### config.mk
export PLATFORM = sky130hd
export DESIGN_NAME = ip_header_parser
export DESIGN_NICKNAME = d
export VERILOG_FILES = /design/src/design/ihp_pkg.sv /design/src/design/ihp_front.sv /design/src/design/ihp_queue.sv /design/src/design/ihp_back.sv /design/src/design/ip_header_parser.sv
export SDC_FILE = /design/constraint.sdc
export NUM_CORES = 1
export LEC_CHECK = 0
export BUFFER_PORTS_ARGS = -buffer_cell sky130_fd_sc_hd__buf_4
export CORE_MARGIN = 3
export CORE_UTILIZATION = 55
export CTS_BUF_LIST = sky130_fd_sc_hd__clkbuf_4
export CTS_CLUSTER_DIAMETER = 50
export DETAILED_ROUTE_END_ITERATION = 8
export PLACE_DENSITY = 0.82
export REMOVE_ABC_BUFFERS = 1
export SLEW_MARGIN = 20
export SYNTH_ARGS = -nofsm -noshare
export SYNTH_HDL_FRONTEND = slang
export SYNTH_SLANG_ARGS = --single-unit
### constraint.sdc
create_clock -name clk -period 14.1 [get_ports clk]
set_input_delay 0 -clock clk [delete_from_list [all_inputs] [get_ports clk]]
set_output_delay 0 -clock clk [all_outputs]
set_load 0.02 [all_outputs]
### src/design/ihp_pkg.sv
// shared types and constants for the ip header parser
`default_nettype none
package ihp_pkg;

  localparam int IDX_W       = 16;
  localparam int QUEUE_DEPTH = 2;

  typedef struct packed {
    logic [7:0]       data;
    logic [IDX_W-1:0] idx;
    logic             first;
    logic             last;
    logic [1:0]       kind;
  } ihp_beat_t;

endpackage
`default_nettype wire

### src/design/ihp_front.sv
// front end: takes input beats, tracks packet state and byte index, forwards packet bytes
`default_nettype none
module ihp_front
  import ihp_pkg::*;
(
  input  wire logic       clk,
  input  wire logic       rst_n,
  input  wire logic       in_valid,
  output logic            in_ready,
  input  wire logic [7:0] in_data_byte,
  input  wire logic       in_packet_start,
  input  wire logic       in_packet_end,
  input  wire logic [1:0] in_layer_kind,
  input  wire logic       q_full,
  output logic            q_push,
  output ihp_beat_t       q_beat
);

  logic             active_r, active_nxt;
  logic [IDX_W-1:0] idx_r, idx_nxt;
  logic             acc;

  assign in_ready = !q_full;
  assign acc      = in_valid && in_ready;
  assign q_push   = acc && (in_packet_start || active_r);

  always_comb begin
    q_beat.data  = in_data_byte;
    q_beat.idx   = in_packet_start ? '0 : idx_r;
    q_beat.first = in_packet_start;
    q_beat.last  = in_packet_end;
    q_beat.kind  = in_layer_kind;
  end

  always_comb begin
    active_nxt = active_r;
    idx_nxt    = idx_r;
    if (acc) begin
      if (in_packet_start) begin
        active_nxt = !in_packet_end;
        idx_nxt    = IDX_W'(1);
      end else if (active_r) begin
        active_nxt = !in_packet_end;
        idx_nxt    = (idx_r == '1) ? idx_r : idx_r + IDX_W'(1);
      end
    end
  end

  always_ff @(posedge clk) begin
    if (!rst_n) begin
      active_r <= 1'b0;
      idx_r    <= '0;
    end else begin
      active_r <= active_nxt;
      idx_r    <= idx_nxt;
    end
  end

  // a packet's last beat always closes the packet
  assert property (@(posedge clk) disable iff (!rst_n)
    (acc && in_packet_end) |=> !active_r)
    else $error("front still active after last beat");

endmodule
`default_nettype wire

### src/design/ihp_queue.sv
// short beat queue between front and back
`default_nettype none
module ihp_queue
  import ihp_pkg::*;
(
  input  wire logic      clk,
  input  wire logic      rst_n,
  input  wire logic      push,
  input  ihp_beat_t      push_beat,
  output logic           full,
  input  wire logic      pop,
  output logic           valid,
  output ihp_beat_t      pop_beat
);

  localparam int PTR_W = (QUEUE_DEPTH > 1) ? $clog2(QUEUE_DEPTH) : 1;
  localparam int CNT_W = $clog2(QUEUE_DEPTH + 1);

  ihp_beat_t        mem_r [QUEUE_DEPTH];
  logic [PTR_W-1:0] wr_ptr_r, wr_ptr_nxt;
  logic [PTR_W-1:0] rd_ptr_r, rd_ptr_nxt;
  logic [CNT_W-1:0] cnt_r, cnt_nxt;
  logic             do_push, do_pop;

  assign full     = (cnt_r == CNT_W'(QUEUE_DEPTH));
  assign valid    = (cnt_r != '0);
  assign pop_beat = mem_r[rd_ptr_r];
  assign do_push  = push && !full;
  assign do_pop   = pop && valid;

  always_comb begin
    wr_ptr_nxt = wr_ptr_r;
    rd_ptr_nxt = rd_ptr_r;
    cnt_nxt    = cnt_r;
    if (do_push) begin
      wr_ptr_nxt = (wr_ptr_r == PTR_W'(QUEUE_DEPTH - 1)) ? '0 : wr_ptr_r + PTR_W'(1);
    end
    if (do_pop) begin
      rd_ptr_nxt = (rd_ptr_r == PTR_W'(QUEUE_DEPTH - 1)) ? '0 : rd_ptr_r + PTR_W'(1);
    end
    if (do_push && !do_pop) begin
      cnt_nxt = cnt_r + CNT_W'(1);
    end else if (do_pop && !do_push) begin
      cnt_nxt = cnt_r - CNT_W'(1);
    end
  end

  always_ff @(posedge clk) begin
    if (!rst_n) begin
      wr_ptr_r <= '0;
      rd_ptr_r <= '0;
      cnt_r    <= '0;
    end else begin
      wr_ptr_r <= wr_ptr_nxt;
      rd_ptr_r <= rd_ptr_nxt;
      cnt_r    <= cnt_nxt;
    end
  end

  always_ff @(posedge clk) begin
    if (do_push) begin
      mem_r[wr_ptr_r] <= push_beat;
    end
  end

  assert property (@(posedge clk) disable iff (!rst_n) !(push && full))
    else $error("push into full queue");

  assert property (@(posedge clk) disable iff (!rst_n)
    (wr_ptr_r == rd_ptr_r) |-> (cnt_r == '0 || cnt_r == CNT_W'(QUEUE_DEPTH)))
    else $error("queue pointers and count disagree");

endmodule
`default_nettype wire

### src/design/ihp_back.sv
// back end: header field parse, extension chain walk and result register
`default_nettype none
module ihp_back
  import ihp_pkg::*;
#(
  parameter int MAX_HEADER_BYTES = 4096
) (
  input  wire logic        clk,
  input  wire logic        rst_n,
  input  wire logic        q_valid,
  input  ihp_beat_t        q_beat,
  output logic             q_pop,
  output logic             out_valid,
  input  wire logic        out_ready,
  output logic [2:0]       out_status,
  output logic [11:0]      out_payload_offset,
  output logic [16:0]      out_payload_length,
  output logic [63:0]      out_source_high,
  output logic [63:0]      out_source_low,
  output logic [63:0]      out_dest_high,
  output logic [63:0]      out_dest_low
);

  localparam int OFF_W = $clog2(MAX_HEADER_BYTES);
  localparam logic [OFF_W-1:0] CHAIN_BASE = OFF_W'(40);
  localparam logic [16:0]      MAX_HDR    = 17'(MAX_HEADER_BYTES);

  localparam logic [2:0] PH_IDLE = 3'd0;
  localparam logic [2:0] PH_V4   = 3'd1;
  localparam logic [2:0] PH_V6   = 3'd2;
  localparam logic [2:0] PH_EXT  = 3'd3;
  localparam logic [2:0] PH_FRAG = 3'd4;
  localparam logic [2:0] PH_AUTH = 3'd5;
  localparam logic [2:0] PH_DONE = 3'd6;

  localparam logic [2:0] ST_TCP       = 3'd0;
  localparam logic [2:0] ST_UDP       = 3'd1;
  localparam logic [2:0] ST_ICMP6     = 3'd2;
  localparam logic [2:0] ST_UNSUP     = 3'd3;
  localparam logic [2:0] ST_NONEXT    = 3'd4;
  localparam logic [2:0] ST_UNHANDLED = 3'd5;
  localparam logic [2:0] ST_TRUNC     = 3'd6;
  localparam logic [2:0] ST_LENERR    = 3'd7;

  localparam logic [1:0] KIND_V4 = 2'd0;
  localparam logic [1:0] KIND_V6 = 2'd1;

  localparam logic [7:0] PROTO_HOPOPT = 8'd0;
  localparam logic [7:0] PROTO_TCP    = 8'h06;
  localparam logic [7:0] PROTO_UDP    = 8'h11;
  localparam logic [7:0] PROTO_ROUTE  = 8'd43;
  localparam logic [7:0] PROTO_FRAG   = 8'd44;
  localparam logic [7:0] PROTO_AUTH   = 8'd51;
  localparam logic [7:0] PROTO_ICMP6  = 8'd58;
  localparam logic [7:0] PROTO_NONEXT = 8'd59;
  localparam logic [7:0] PROTO_DSTOPT = 8'd60;

  localparam logic [5:0] V4_MIN_HDR = 6'd20;
  localparam logic [16:0] V6_FIXED  = 17'd40;

  function automatic logic [2:0] v6_status(input logic [7:0] p);
    logic [2:0] s;
    case (p)
      PROTO_TCP:    s = ST_TCP;
      PROTO_UDP:    s = ST_UDP;
      PROTO_ICMP6:  s = ST_ICMP6;
      PROTO_NONEXT: s = ST_NONEXT;
      default:      s = ST_UNSUP;
    endcase
    return s;
  endfunction

  // parse state
  logic [2:0]       phase_r, phase_nxt;
  logic [5:0]       hdr_r, hdr_nxt;
  logic [15:0]      len_r, len_nxt;
  logic [7:0]       proto_r, proto_nxt;
  logic [OFF_W-1:0] chain_off_r, chain_off_nxt;
  logic [63:0]      aw_r [4];
  logic [63:0]      aw_nxt [4];

  // values seen by the current beat
  logic [2:0]       ph;
  logic [5:0]       hdr;
  logic [15:0]      lenf;
  logic [7:0]       proto;
  logic [OFF_W-1:0] coff;
  logic [63:0]      aw [4];

  logic [7:0]       b;
  logic [IDX_W-1:0] i;
  logic [IDX_W-1:0] i_rel;
  logic [1:0]       w;
  logic [11:0]      elen;
  logic [16:0]      nxt;

  logic             do_chain;
  logic [15:0]      ce_off;
  logic             do_finish;
  logic [2:0]       fin_st;
  logic [15:0]      fin_off;
  logic [16:0]      fin_total;

  logic             emit;
  logic [2:0]       st;
  logic [15:0]      off;
  logic [16:0]      plen;

  logic             out_valid_r, out_valid_nxt;

  assign b     = q_beat.data;
  assign i     = q_beat.idx;
  assign i_rel = i - IDX_W'(8);
  assign w     = i_rel[4:3];
  assign q_pop = q_valid && (!out_valid_r || out_ready);

  always_comb begin
    if (q_beat.first) begin
      if (q_beat.kind == KIND_V4) begin
        ph = PH_V4;
      end else if (q_beat.kind == KIND_V6) begin
        ph = PH_V6;
      end else begin
        ph = PH_DONE;
      end
      hdr  = '0;
      lenf = '0;
      proto = '0;
      coff = CHAIN_BASE;
      for (int k = 0; k < 4; k++) begin
        aw[k] = '0;
      end
    end else begin
      ph    = phase_r;
      hdr   = hdr_r;
      lenf  = len_r;
      proto = proto_r;
      coff  = chain_off_r;
      for (int k = 0; k < 4; k++) begin
        aw[k] = aw_r[k];
      end
    end
  end

  always_comb begin
    phase_nxt     = ph;
    hdr_nxt       = hdr;
    len_nxt       = lenf;
    proto_nxt     = proto;
    chain_off_nxt = coff;
    for (int k = 0; k < 4; k++) begin
      aw_nxt[k] = aw[k];
    end
    elen      = '0;
    nxt       = '0;
    do_chain  = 1'b0;
    ce_off    = '0;
    do_finish = 1'b0;
    fin_st    = ST_UNSUP;
    fin_off   = '0;
    fin_total = '0;
    emit      = 1'b0;
    st        = ST_TCP;
    off       = '0;
    plen      = '0;

    if (q_beat.first && q_beat.kind != KIND_V4 && q_beat.kind != KIND_V6) begin
      emit = 1'b1;
      st   = ST_UNHANDLED;
    end

    case (ph)
      PH_V4: begin
        if (i == IDX_W'(0)) hdr_nxt = {b[3:0], 2'b00};
        if (i == IDX_W'(2)) len_nxt = {b, 8'h00};
        if (i == IDX_W'(3)) len_nxt = lenf | {8'h00, b};
        if (i == IDX_W'(9)) proto_nxt = b;
        if (i >= IDX_W'(12) && i <= IDX_W'(15)) aw_nxt[1] = {32'h0, aw[1][23:0], b};
        if (i >= IDX_W'(16) && i <= IDX_W'(19)) aw_nxt[3] = {32'h0, aw[3][23:0], b};
        if (i == IDX_W'(19)) begin
          if (hdr < V4_MIN_HDR) begin
            emit = 1'b1;
            st   = ST_LENERR;
            off  = 16'(hdr);
          end else begin
            do_finish = 1'b1;
            fin_st    = (proto == PROTO_TCP) ? ST_TCP :
                        (proto == PROTO_UDP) ? ST_UDP : ST_UNSUP;
            fin_off   = 16'(hdr);
            fin_total = {1'b0, lenf};
          end
        end
      end
      PH_V6: begin
        if (i == IDX_W'(4)) len_nxt = {b, 8'h00};
        if (i == IDX_W'(5)) len_nxt = lenf | {8'h00, b};
        if (i == IDX_W'(6)) proto_nxt = b;
        if (i >= IDX_W'(8) && i <= IDX_W'(39)) aw_nxt[w] = {aw[w][55:0], b};
        if (i == IDX_W'(39)) begin
          do_chain = 1'b1;
          ce_off   = 16'(coff);
        end
      end
      PH_EXT, PH_FRAG, PH_AUTH: begin
        if (i == IDX_W'(coff)) begin
          proto_nxt = b;
        end else if ({1'b0, i} == 17'(coff) + 17'd1) begin
          if (ph == PH_FRAG) begin
            elen = 12'd8;
          end else if (ph == PH_AUTH) begin
            elen = {1'b0, ({1'b0, b} + 9'd2), 2'b00};
          end else begin
            elen = {({1'b0, b} + 9'd1), 3'b000};
          end
          nxt = 17'(coff) + 17'(elen);
          if (nxt >= MAX_HDR) begin
            emit = 1'b1;
            st   = ST_LENERR;
          end else begin
            chain_off_nxt = nxt[OFF_W-1:0];
            do_chain      = 1'b1;
            ce_off        = nxt[15:0];
          end
        end
      end
      default: begin
      end
    endcase

    // chain end: either another extension header or the final protocol
    if (do_chain) begin
      case (proto)
        PROTO_HOPOPT, PROTO_ROUTE, PROTO_DSTOPT: phase_nxt = PH_EXT;
        PROTO_FRAG:                              phase_nxt = PH_FRAG;
        PROTO_AUTH:                              phase_nxt = PH_AUTH;
        default: begin
          do_finish = 1'b1;
          fin_st    = v6_status(proto);
          fin_off   = ce_off;
          fin_total = {1'b0, lenf} + V6_FIXED;
        end
      endcase
    end

    // length check against the packet length
    if (do_finish) begin
      emit = 1'b1;
      off  = fin_off;
      if ({1'b0, fin_off} > fin_total) begin
        st   = ST_LENERR;
        plen = '0;
      end else begin
        st   = fin_st;
        plen = fin_total - {1'b0, fin_off};
      end
    end

    if (emit) begin
      phase_nxt = PH_DONE;
    end

    if (q_beat.last) begin
      if (!emit && ph != PH_DONE) begin
        emit = 1'b1;
        st   = ST_TRUNC;
        off  = '0;
        plen = '0;
      end
      phase_nxt = PH_IDLE;
    end
  end

  always_comb begin
    out_valid_nxt = out_valid_r && !out_ready;
    if (q_pop && emit) begin
      out_valid_nxt = 1'b1;
    end
  end

  always_ff @(posedge clk) begin
    if (!rst_n) begin
      phase_r     <= PH_IDLE;
      out_valid_r <= 1'b0;
    end else begin
      out_valid_r <= out_valid_nxt;
      if (q_pop) begin
        phase_r <= phase_nxt;
      end
    end
  end

  always_ff @(posedge clk) begin
    if (q_pop) begin
      hdr_r       <= hdr_nxt;
      len_r       <= len_nxt;
      proto_r     <= proto_nxt;
      chain_off_r <= chain_off_nxt;
      for (int k = 0; k < 4; k++) begin
        aw_r[k] <= aw_nxt[k];
      end
    end
    if (q_pop && emit) begin
      out_status         <= st;
      out_payload_offset <= off[11:0];
      out_payload_length <= plen;
      out_source_high    <= aw_nxt[0];
      out_source_low     <= aw_nxt[1];
      out_dest_high      <= aw_nxt[2];
      out_dest_low       <= aw_nxt[3];
    end
  end

  assign out_valid = out_valid_r;

  // the front only forwards beats that belong to a packet
  assert property (@(posedge clk) disable iff (!rst_n)
    q_pop |-> (q_beat.first || phase_r != PH_IDLE))
    else $error("beat outside a packet reached the back end");

  assert property (@(posedge clk) disable iff (!rst_n)
    (phase_r == PH_EXT || phase_r == PH_FRAG || phase_r == PH_AUTH)
      |-> (chain_off_r >= CHAIN_BASE))
    else $error("extension offset below fixed header");

endmodule
`default_nettype wire

### src/design/ip_header_parser.sv
// top level of the ip header parser: front end, beat queue and back end
//
//   channel | ports                                   | dir | handshake
//   --------+-----------------------------------------+-----+----------------
//   in      | in_data_byte, in_packet_start,          | in  | in_valid/in_ready
//           | in_packet_end, in_layer_kind            |     |
//   out     | out_status, out_payload_offset,         | out | out_valid/out_ready
//           | out_payload_length, out_source_*,       |     |
//           | out_dest_*                              |     |
//
// one beat per cycle sustained unless a pending result waits on out_ready; a result
// passes through the queue register, then the result register
// reset: synchronous, active low; clears packet tracking, queue and result valid
// a two-entry queue lets the front keep taking beats while a result waits
// for out_ready; in_ready drops only when that queue is full
`default_nettype none
module ip_header_parser
  import ihp_pkg::*;
#(
  parameter int MAX_HEADER_BYTES = 4096
) (
  input  wire logic        clk,
  input  wire logic        rst_n,
  input  wire logic        in_valid,
  output logic             in_ready,
  input  wire logic [7:0]  in_data_byte,
  input  wire logic        in_packet_start,
  input  wire logic        in_packet_end,
  input  wire logic [1:0]  in_layer_kind,
  output logic             out_valid,
  input  wire logic        out_ready,
  output logic [2:0]       out_status,
  output logic [11:0]      out_payload_offset,
  output logic [16:0]      out_payload_length,
  output logic [63:0]      out_source_high,
  output logic [63:0]      out_source_low,
  output logic [63:0]      out_dest_high,
  output logic [63:0]      out_dest_low
);

  logic      q_push;
  logic      q_full;
  logic      q_pop;
  logic      q_valid;
  ihp_beat_t push_beat;
  ihp_beat_t pop_beat;

  ihp_front u_front (
    .clk             (clk),
    .rst_n           (rst_n),
    .in_valid        (in_valid),
    .in_ready        (in_ready),
    .in_data_byte    (in_data_byte),
    .in_packet_start (in_packet_start),
    .in_packet_end   (in_packet_end),
    .in_layer_kind   (in_layer_kind),
    .q_full          (q_full),
    .q_push          (q_push),
    .q_beat          (push_beat)
  );

  ihp_queue u_queue (
    .clk       (clk),
    .rst_n     (rst_n),
    .push      (q_push),
    .push_beat (push_beat),
    .full      (q_full),
    .pop       (q_pop),
    .valid     (q_valid),
    .pop_beat  (pop_beat)
  );

  ihp_back #(
    .MAX_HEADER_BYTES (MAX_HEADER_BYTES)
  ) u_back (
    .clk                (clk),
    .rst_n              (rst_n),
    .q_valid            (q_valid),
    .q_beat             (pop_beat),
    .q_pop              (q_pop),
    .out_valid          (out_valid),
    .out_ready          (out_ready),
    .out_status         (out_status),
    .out_payload_offset (out_payload_offset),
    .out_payload_length (out_payload_length),
    .out_source_high    (out_source_high),
    .out_source_low     (out_source_low),
    .out_dest_high      (out_dest_high),
    .out_dest_low       (out_dest_low)
  );

endmodule
`default_nettype wire
==> results.yml <==
place:
  io_buffers: 305
  placed_cell_area_sq_um: 33200
  hpwl_mm: 52.6
  gp_congestion: 0.970
  dp_slack_ns: 4.29
floorplan:
  floorplan.core_area_sq_um: 54000
  fp.dieH_um: 240
  die_x_um: 240
  initial_core_util: 0.559
  num_rows: 85
  io_pins: 306
  die_area_sq_um: 57800
grt:
  overflow: 0
  grt_pass1_wl_mm: 127
  grt-busiest-layer: "met2"
  track_usage: 0.289
  grtUsageMet3: 0.0775
  grt_max_degree: 181
  grt_pass1_vias: 22000
  grtUsageMet1: 0.369
  antenna_found_initial: 3
  grt_use_met2: 0.469
sta:
  fmax_mhz: 102
  period_minus_slack_ns: 9.85
  fin_ws_ns: 4.25
  maxSlewHeadroom: 0.273
  drv_slew: 0
  finClkSkew_ns: 0.0884
  tns_ns: 0
  tightest_slew_ns: 1.09
  rsz0062_at_grt: "no"
  hold_violations: 0
  fin_crit_sh: 0.699
  final-setup-viol-count: 0
setup_path:
  r2r_setup_slack_ns: 4.25
  crit_arrival_ns: 10.53
  max_stage_delay_ns: 0.71
  setup.worst_path.start_class: "flop"
  crit_fanout: 100
  endpoint_kind: "flop"
  worstPathRequired_ns: 14.78
  cp_slowest_cell: "mux2_8"
  path_class: "flop to flop"
synthesis:
  syn_inst: 2394
  ys_seq_elements: 668
  synthArstFlopShare: 0
  ys_seq_area_frac: 0.655
  synth.most_common_cell: "edfxtp_1"
  ys_warn_count: 0
  synth_area_leaders: "edfxtp_1 64%, nand2_1 4.8%, mux4_2 4.2%"
  synth_commonest_cells: "642 x edfxtp_1, 388 x nand2_1, 229 x a21oi_1"
  synth_area_sq_um: 30200
  synth.avg_cell_area_sq_um: 12.6
  ys_types: 81
  synth-edff-count: 642
  synth_top_area_frac: 0.638
  yosys.area.top_type: "edfxtp_1"
  synth_ff_type: "edfxtp_1"
drt:
  vias: 22400
  antenna_left: 0
  route.detailed.wl_per_inst_um: 23.4
  drt_pass1_iterations: 8
  wirelength_mm: 84.7
  dr.first_iter.drc_count: 2808
  avgViaCountPerCell: 6.19
  drc_errors: 0
clocking:
  cts_setup_buffers: 0
  worstSkewPairLatency_ns: 1.03
  root_buffer: "clkbuf_4"
  clockBufferDepth: 3
  h-tree-depth: 4
  path_clk_slew_ns: 0.07
  cts_buffers: 170
  cts_tree: "done"
  clock_sinks: 668
pwr:
  power_mw: 8.20
  p_leak_nw: 13.1
  cellPowerDensity_nw_per_um2: 229
  vdd_drop_max_mv: 0.243
hold_path:
  worstHoldStart: "rst_n"
  hp-class: "primary input to flop"
run:
  maxCapViolations: 0
layout:
  fin_util: 0.663
  nNetsFinal: 2847
  drive_above_1_share: 0.243
  area_growth_pct: 18.5
  fill_cells: 3871
  stdcell_area_sq_um: 35800
outcome:
  status: "finished, final reports clean"
[sequential cells by signal, summed over array words and instances, names as in the netlist, 6 cells and up, named ones only]
| name | flops |
|---|---|
| u_back.out_payload_length | 17 |
| u_back.len_r | 16 |
| u_back.aw_r | 256 |
| u_back.out_source_low | 64 |
| u_back.out_dest_low | 64 |
| u_back.out_dest_high | 64 |
| u_back.out_payload_offset | 12 |
| u_back.proto_r | 8 |
| u_front.idx_r | 16 |
| u_queue.mem_r | 56 |
| u_back.chain_off_r | 12 |
| u_back.out_source_high | 64 |
| u_back.hdr_r | 6 |
[cell type report]
type | instances | area (sq um) | share of cell area
Antenna cell | 6 | 15.0 | 0.000419
Clock buffer | 236 | 1770 | 0.0495
Clock inverter | 60 | 447 | 0.0125
Inverter | 35 | 139 | 0.00388
Multi-Input combinational cell | 1545 | 9840 | 0.275
Sequential cell | 668 | 19800 | 0.553
Tap cell | 696 | 871 | 0.0243
Timing Repair Buffer | 374 | 2930 | 0.0818
[cell usage in the layout (no fill, tap or decap), types with 52 or more instances in the layout]
| cell type | count |
|---|---|
| nor2_1 | 90 |
| a21oi_1 | 229 |
| mux4_2 | 56 |
| clkbuf_4 | 236 |
| buf_4 | 337 |
| edfxtp_1 | 642 |
| o21ai_0 | 114 |
| nand3_1 | 120 |
| nand2_1 | 386 |
| a22oi_1 | 52 |
[where the power goes]
| group | switching (mW) | internal (mW) | total [mW] |
|---|---|---|---|
| Sequential | 0.414 | 3.28 | 3.70 |
| Clock | 0.803 | 0.889 | 1.69 |
| Combinational | 1.84 | 0.971 | 2.81 |
[worst max-delay path: cells and delay by family (launching register included)]
kind	cells	cell delay, ns
AOI/OAI and AO/OA	14	4.58
DFF	1	0.31
adders and majority gates	3	0.94
muxes	1	0.71
and+or+nand+nor	8	2.11
buffers and inverters	2	0.86
[repair_timing]
item                                    in CTS  in global routing
hold endpoints to repair                    91                  0
resized for setup                            0                  0
hold buffers                                34                  0
endpoints found under the setup margin       0                  0
[path summary, 6_finish.rpt]
check	end	cells past startpoint
worst max register to register	u_back.out_payload_length[7]$_DFFE_PP_	28
worst min-delay path	u_front.idx_r[14]$_SDFFE_PN0P_	4
worst min register to register	u_queue.cnt_r[1]$_SDFFE_PN0P_	2
worst max-delay path	u_back.out_payload_length[7]$_DFFE_PP_	28
[per-layer routing]
layer | wire length, um | up-vias | share of wire
li1 | - | 9894 | -
met1 | 31700 | 10800 | 0.37
met2 | 40700 | 1505 | 0.48
met3 | 9290 | 227 | 0.11
met4 | 3060 | 0 | 0.036
met5 | 0 | - | 0
[metrics by stage]
| step | std cells | hold slack, ns |
|---|---|---|
| 3_3_place_gp | 3283 | 0.185 |
| 5_1_grt | 3620 | 0.190 |
| 2_1_floorplan | 2248 | 0.0989 |
| 4_1_cts | 3613 | 0.0819 |
| 6_report | 3620 | 0.195 |
| 3_5_place_dp | 3283 | 0.187 |
[logic make-up (layout without fill, tap and decap cells)]
kind of cell	after synthesis	after routing	synth area share
other	1	7	0.000124
and+or+nand+nor	829	829	0.129
AOI/OAI and AO/OA	534	534	0.107
DFF	668	668	0.655
muxes	86	86	0.0524
adders and majority gates	37	37	0.0158
buffers and inverters	181	705	0.0235
xor gates and xnor gates	58	58	0.0168
No activity file was read; power rests on OpenSTA's default activity.
